==> src/rtl/sph_pkg.sv <==
// Shared types and constants for the state pair histogram.
`timescale 1ns / 1ps
package sph_pkg;

  localparam int MAX_STATES     = 32;
  localparam int MAX_CATEGORIES = 8;
  localparam int ST_DEPTH       = MAX_CATEGORIES * MAX_STATES * MAX_STATES;
  localparam int ADDR_W         = $clog2(ST_DEPTH);
  localparam int COUNT_W        = 32;
  localparam int WEIGHT_W       = 20;
  localparam int CFG_IDX_W      = 2;
  localparam int CFG_DATA_W     = 8;

  typedef enum logic [1:0] {
    REQ_ACC   = 2'd0,
    REQ_READ  = 2'd1,
    REQ_CLEAR = 2'd2,
    REQ_NOP   = 2'd3
  } req_e_t;

  typedef enum logic [1:0] {
    STAT_DONE     = 2'd0,
    STAT_UNKNOWN  = 2'd1,
    STAT_RANGE    = 2'd2,
    STAT_CATEGORY = 2'd3
  } status_e_t;

  localparam logic [CFG_IDX_W-1:0] CFG_STATE_COUNT    = 2'd0;
  localparam logic [CFG_IDX_W-1:0] CFG_UNKNOWN_CODE   = 2'd1;
  localparam logic [CFG_IDX_W-1:0] CFG_NUM_CATEGORIES = 2'd2;

  typedef struct packed {
    logic [5:0] state_count;
    logic [7:0] unknown_code;
    logic [3:0] num_categories;
  } cfg_t;

  typedef struct packed {
    status_e_t         status;
    logic [ADDR_W-1:0] addr;
  } loc_t;

endpackage

==> src/rtl/sph_locate.sv <==
// Request checks and store address computation.
`timescale 1ns / 1ps
module sph_locate (
  input  logic [1:0]    req_type,
  input  logic [7:0]    state_a,
  input  logic [7:0]    state_b,
  input  logic [3:0]    category,
  input  sph_pkg::cfg_t cfg,
  output sph_pkg::loc_t loc
);
  import sph_pkg::*;

  logic [8:0] ns_eff;
  logic [4:0] nc_eff;
  logic [2:0] cat_sel;
  logic       unknown_hit;
  logic       range_bad;
  logic       cat_bad;
  req_e_t     req;

  always_comb begin
    req     = req_e_t'(req_type);
    ns_eff  = (9'(cfg.state_count) > 9'(MAX_STATES)) ? 9'(MAX_STATES) : 9'(cfg.state_count);
    nc_eff  = (5'(cfg.num_categories) > 5'(MAX_CATEGORIES)) ?
              5'(MAX_CATEGORIES) : 5'(cfg.num_categories);
    // negative category folds onto plane zero
    cat_sel     = category[3] ? 3'd0 : category[2:0];
    unknown_hit = (state_a == cfg.unknown_code) || (state_b == cfg.unknown_code);
    range_bad   = ({1'b0, state_a} >= ns_eff) || ({1'b0, state_b} >= ns_eff);
    cat_bad     = (5'(cat_sel) >= nc_eff);

    loc.addr = ADDR_W'((32'(cat_sel) * MAX_STATES + 32'(state_a)) * MAX_STATES
                       + 32'(state_b));

    case (req)
      REQ_ACC: begin
        if (unknown_hit)    loc.status = STAT_UNKNOWN;
        else if (range_bad) loc.status = STAT_RANGE;
        else if (cat_bad)   loc.status = STAT_CATEGORY;
        else                loc.status = STAT_DONE;
      end
      REQ_READ: begin
        if (range_bad)      loc.status = STAT_RANGE;
        else if (cat_bad)   loc.status = STAT_CATEGORY;
        else                loc.status = STAT_DONE;
      end
      default: begin
        loc.status = STAT_DONE;
      end
    endcase
  end

endmodule

==> config.mk <==
export PLATFORM = sky130hd
export DESIGN_NAME = sph_locate
export DESIGN_NICKNAME = d
export VERILOG_FILES = /design/src/rtl/sph_pkg.sv /design/src/rtl/sph_locate.sv
export SDC_FILE = /design/constraint.sdc
export NUM_CORES = 1
export LEC_CHECK = 0
export BUFFER_PORTS_ARGS = -buffer_cell sky130_fd_sc_hd__buf_4
export CAP_MARGIN = 0
export CORE_UTILIZATION = 30
export DETAILED_ROUTE_END_ITERATION = 8
export SYNTH_ARGS = -nofsm -noshare
export SYNTH_HDL_FRONTEND = slang
export SYNTH_SLANG_ARGS = --single-unit
==> constraint.sdc <==
create_clock -name vclk -period 3.85
set_input_delay 1.155 -clock vclk [all_inputs]
set_output_delay 1.155 -clock vclk [all_outputs]
set_load 0.03 [all_outputs]
==> results of run 1 <==
## layer usage
| metal | global-route usage | vias to the layer above | share of wire |
|---|---|---|---|
| li1 | - | 485 | - |
| met5 | 0 | - | 0 |
| met1 | 0.182 | 413 | 0.41 |
| met4 | 0 | 0 | 0 |
| met2 | 0.298 | 23 | 0.56 |
| met3 | 0.00465 | 0 | 0.031 |
## critical path, delay by kind of cell
family        cells  cell delay, ns
xor+xnor          3            0.46
fa+ha+maj         2            0.56
buf+inv           3            0.31
simple gates      1            0.12
## synthesized netlist by cell type
master | n | share of area
ha_1 | 19 | 0.27
xor2_1 | 17 | 0.17
inv_1 | 9 | 0.039
nand2_1 | 9 | 0.039
nor2b_1 | 7 | 0.051
xnor2_1 | 7 | 0.071
buf_4 | 5 | 0.043
nor2_1 | 5 | 0.022
nand2b_1 | 4 | 0.029
nor4_1 | 4 | 0.029
o21ai_0 | 4 | 0.023
a21oi_1 | 3 | 0.017
fa_1 | 2 | 0.046
nand3_1 | 2 | 0.012
nor4_2 | 2 | 0.029
a21o_1 | 1 | 0.0087
a22oi_1 | 1 | 0.0087
a311oi_1 | 1 | 0.010
a31o_2 | 1 | 0.010
and3_1 | 1 | 0.0072
nand4_1 | 1 | 0.0072
nor3b_1 | 1 | 0.0087
o2111ai_1 | 1 | 0.010
o211ai_1 | 1 | 0.0087
o21bai_1 | 1 | 0.0087
o31ai_1 | 1 | 0.0087
or3_1 | 1 | 0.0072
## per-stage QoR
step	worst slack, ns	cells	utilization
floorplan	-0.222	111	-
global placement	0.0178	193	0.473
detailed placement	-0.0222	193	0.473
CTS	0.0402	193	0.474
global route	-0.0109	193	0.514
finish	0.0871	193	0.514
## cells by family (layout without fill, tap and decap cells)
kind of cell / count (synthesis) / in the layout / synth area share
simple gates: 37 / 37 / 0.240
xor+xnor: 24 / 24 / 0.243
fa+ha+maj: 21 / 21 / 0.321
compound gates: 15 / 15 / 0.114
buf+inv: 14 / 65 / 0.0824
## final cells by class
type	instances	share of cell area
Timing Repair Buffer	56	0.311
Tap cell	31	0.0276
Multi-Input combinational cell	97	0.632
Inverter	9	0.0294
## what timing repair did
| action | in CTS | in global routing |
|---|---|---|
| setup buffers | 0 | 0 |
| gates cloned | 0 | 0 |
| pin swaps | 0 | 12 |
| resized for setup | 2 | 23 |
| endpoints found under the setup margin | 2 | 3 |
## power groups by stage
stage / Clock, mW / Combinational (mW) / Sequential, mW
finish: 0 / 0.195 / 0
global placement: 0 / 0.180 / 0
floorplan: 0 / 0.106 / 0
detailed placement: 0 / 0.183 / 0
global route: 0 / 0.213 / 0
CTS: 0 / 0.184 / 0
## final timing paths
check	end	slack, ns	cells past startpoint
worst max-delay path	loc[12]	0.09	9
worst min-delay path	loc[0]	2.56	2
==> summary.md, run 1 <==
| Metric | Value |
|---|---|
| Share of layout cells above drive strength 1 | 0.451 |
| Layout net count | 225 |
| Die height | 55.7 µm |
| Min-delay src | state_b[0] |
| Register area | 0 µm² |
| Max Fanout on Critical Path | 3 |
| Crit path DAT | 2.61 ns |
| CP most frequent cell | xnor2_1 |
| Hold WS | 2.56 ns |
| Max incr delay on CP | 0.38 ns |
| Pleak | 0.674 nW |
| Status | completed |
| Pwr Total | 0.195 mW |
| Final Hold Viols | 0 |
| CP Data Required Time | 2.69 ns |
| Critical path startpoint | category[3] |
| Port-buffer cells | 55 |
| Initial DRC count | 13 |
| Comb pwr share | 1.000 |
| Overall fraction of global-route tracks in use | 0.148 |
| Post-detail-place hpwl | 2.10 mm |
| Pint | 0.0934 mW |
| First-pass GRT wire length | 3.77 mm |
| IO Count | 55 |
| Starting Density | 0.317 |
| Final min period | 3.76 ns |
| F_max | 266 MHz |
| Die width | 55.7 µm |
| Core Area | 2730 µm² |
| Register share of total power | 0 |
| CP Launch Type | input pin |
| Die ar. | 3100 µm² |
| Placed Area | 1290 µm² |
| Global route overflow | 0 |
| Multi-input combinational cell area | 887 µm² |
| CTS Hold Buffers Added | 0 |
| Clock power share | 0 |
| Hold WC Path Type | input pin to output port |
| Switching part of the total | 0.521 |
| Mapped Avg Cell Area | 7.80 µm² |
| Initial DRT Pass Iterations | 4 |
| CP Cell Sequence | buf_4 -> nand2b_1 -> inv_1 -> ha_1 -> fa_1 -> xnor2_1 -> xnor2_1 -> xnor2_1 -> buf_4 |
| Largest net degree at the start of global routing | 7 |
| Finish-stage setup viols | 0 |
| Area grow syn2layout | 62.1% |
| WL final | 2.36 mm |
| Critical path capture point type | output port |
| NetSw | 0.102 mW |
| Vias in the first global route | 897 |
| Cell variety after synth | 27 |
| Routed vias/inst | 4.77 |
| WL per Instance | 12.2 µm |
| Fin crit share | 0.977 |
| Max Cap Violations | 0 |
| Max_slew headroom | 0.758 |
| Cells after synthesis | 111 |
| Net Count, Synth | 172 |
| Clock buffer count | 0 |
| Register area share after synthesis | 0 |
| Commonest non-fill, non-tap cells in the layout | buf_4, xor2_1, ha_1 |
| Worst vdd ir | 104 µV |
| Rows | 19 |
| Antenna diodes | 0 |
| Worst Setup Path Type | input pin to output port |
| Synthesized cell area | 866 µm² |
| Most common cell after layout, fill and taps aside | buf_4 |
| Vias post-DR | 921 |
| Gpl congestion | 0.871 |
| Pins over their slew limit | 0 |
| Yosys warns | 0 |
| Setup_tns | 0 ns |
| Fill cell count | 285 |
| FF+latch count | 0 |
| Initial antenna violation count | 0 |
| Worst slew pin tran | 0.360 ns |
| Slowest-stage cell, CP | fa_1 |
| Cell area after layout | 1400 µm² |
| DRC | 0 |
| Power per Cell Area | 139 nW/µm² |
| Antenna viol nets, final | 0 |
No activity file was read; power rests on OpenSTA's default activity.
==> run 2, diff against run 1 <==
CORE_ASPECT_RATIO = 0.75   (was not set)
==> run 2 against run 1 <==
Non-clock buffer count is the same. Design area grew 1.8%. Via count grew 3.7%. Largest cell class unchanged.
==> summary.md, run 2 (same netlist as run 1, synthesis figures left out) <==
| Metric | Value |
|---|---|
| CP Data Required Time | 2.69 ns (about the same) |
| CP Launch Type | input pin |
| Initial DRC count | 16 (+3) |
| Fill cell count | 260 (-8.8%) |
| Worst slew pin tran | 0.344 ns (-0.0158 ns) |
| Worst Setup Path Type | input pin to output port |
| Min-Delay Endpoint | loc[0] |
| Die height | 48.5 µm (-13%) |
| Overall fraction of global-route tracks in use | 0.165 (+0.0173) |
| Met2 Usage GRT | 0.310 (+0.0125) |
| Area grow syn2layout | 65.0% |
| Critical path capture point type | output port |
| CTS Hold Buffers Added | 0 (unchanged) |
| Gpl congestion | 0.758 (-13%) |
| Status | completed |
| Final min period | 3.81 ns (+0.0425 ns) |
| Final Hold Viols | 0 (unchanged) |
| WL final | 2.59 mm (+9.7%) |
| Largest net degree at the start of global routing | 7 (unchanged) |
| Met3 Use GR | 0.00708 (+0.00242) |
| Initial antenna violation count | 0 (unchanged) |
| Antenna diodes | 0 (unchanged) |
| Crit path DAT | 2.65 ns (+0.04 ns) |
| Antenna viol nets, final | 0 (unchanged) |
| Power per Cell Area | 141 nW/µm² (+1.4%) |
| IO Count | 55 (unchanged) |
| Vias post-DR | 955 (+3.7%) |
| Finish-stage setup viols | 0 (unchanged) |
| Post-placement cell count | 198 (+2.6%) |
| Max Cap Violations | 0 (unchanged) |
| Die width | 64.0 µm (+15%) |
| Worst vdd ir | 40.3 µV (-61%) |
| RSZ-0062 raised after global routing | yes |
| Share of layout cells above drive strength 1 | 0.469 (+0.0185) |
| Post-detail-place hpwl | 2.23 mm (+5.9%) |
| Setup_tns | 0 ns (unchanged) |
| WL per Instance | 13.1 µm (+6.9%) |
| Post-CTS Setup Bufs | 0 (unchanged) |
| Core Area | 2680 µm² (-1.9%) |
| Global route overflow | 0 (unchanged) |
| Busiest grt layer | met2 |
| Clock buffer count | 0 (unchanged) |
| Most common cell after layout, fill and taps aside | buf_4 |
| Port-buffer cells | 55 (unchanged) |
| Commonest non-fill, non-tap cells in the layout | buf_4, xor2_1, ha_1 |
| Register area | 0 µm² (unchanged) |
| Fin util | 0.533 (+0.0191) |
| Met1 Use GR | 0.218 (+0.0365) |
| Min-delay src | state_b[0] |
| FF+latch count | 0 (unchanged) |
| Initial DRT Pass Iterations | 4 (unchanged) |
| Vias in the first global route | 944 (+5.2%) |
| Routed vias/inst | 4.82 (+1.1%) |
| DRC | 0 (unchanged) |
| Hold Path Depth | 2 (unchanged) |
| Pins over their slew limit | 0 (unchanged) |
| Max_slew headroom | 0.768 (+0.0106) |
| Hold WC Path Type | input pin to output port |
| Pleak | 0.679 nW (+0.72%) |
| Rows | 16 (-3) |
| Starting Density | 0.323 (+0.00606) |
| Die ar. | 3110 µm² (about the same) |
| Layout net count | 225 (unchanged) |
| First-pass GRT wire length | 4.15 mm (+10%) |
| Finished Layout Cells | 198 (+2.6%) |
| Max Fanout on Critical Path | 5 (+2) |
| F_max | 263 MHz (-1.1%) |
| Fin crit share | 0.988 (+0.0110) |
[run 2: area by class of cell]
cell class	instances	area [µm²]	area share
multi-input cells	97	910	0.637
well taps	36	45.0	0.0315
repair buffers	56	435	0.305
inverters	9	38.8	0.0271
[run 2: where the power goes]
group | switching [mW] | internal [mW] | total (mW)
clock network | 0 | 0 | 0
logic | 0.107 | 0.0950 | 0.202
registers | 0 | 0 | 0
[run 2: critical path: stages]
cell,delay (ns)
buf_8,0.09
inv_6,0.04
buf_6,0.11
ha_4,0.15
nor4_4,0.26
nand4_1,0.13
a21oi_2,0.20
nand2_2,0.09
o31ai_4,0.25
buf_6,0.16
[run 2: routing by layer]
| metal | vias to the layer above | share of wire |
|---|---|---|
| met5 | - | 0 |
| met4 | 0 | 0 |
| met3 | 0 | 0.053 |
| met2 | 33 | 0.47 |
| met1 | 439 | 0.47 |
| li1 | 483 | - |
[run 2: how the worst max path moves through the flow]
stage                  from      end  slack [ns]  depth (start not counted)
finish              cfg[17]  loc[13]        0.04                         10
global route        cfg[17]  loc[13]       -0.04                         10
CTS                 cfg[17]  loc[13]        0.01                         10
detailed placement  cfg[17]  loc[14]       -0.04                          9
global placement    cfg[17]  loc[14]       0.008                          9
floorplan           cfg[17]  loc[14]       -0.22                          7
[run 2: per-stage QoR]
step	hold slack [ns]	total power, mW	worst slack (ns)	cell area [µm²]
global route	2.57	0.218	-0.0428	1430
detailed placement	2.56	0.184	-0.0411	1300
global placement	2.55	0.180	0.00766	1300
finish	2.56	0.202	0.0446	1430
floorplan	2.42	0.106	-0.222	871
CTS	2.56	0.186	0.0101	1310
[run 2: what timing repair did]
item	in CTS	in global routing
gates resized for setup	4	25
pin swaps	1	12
setup endpoints to repair	2	3
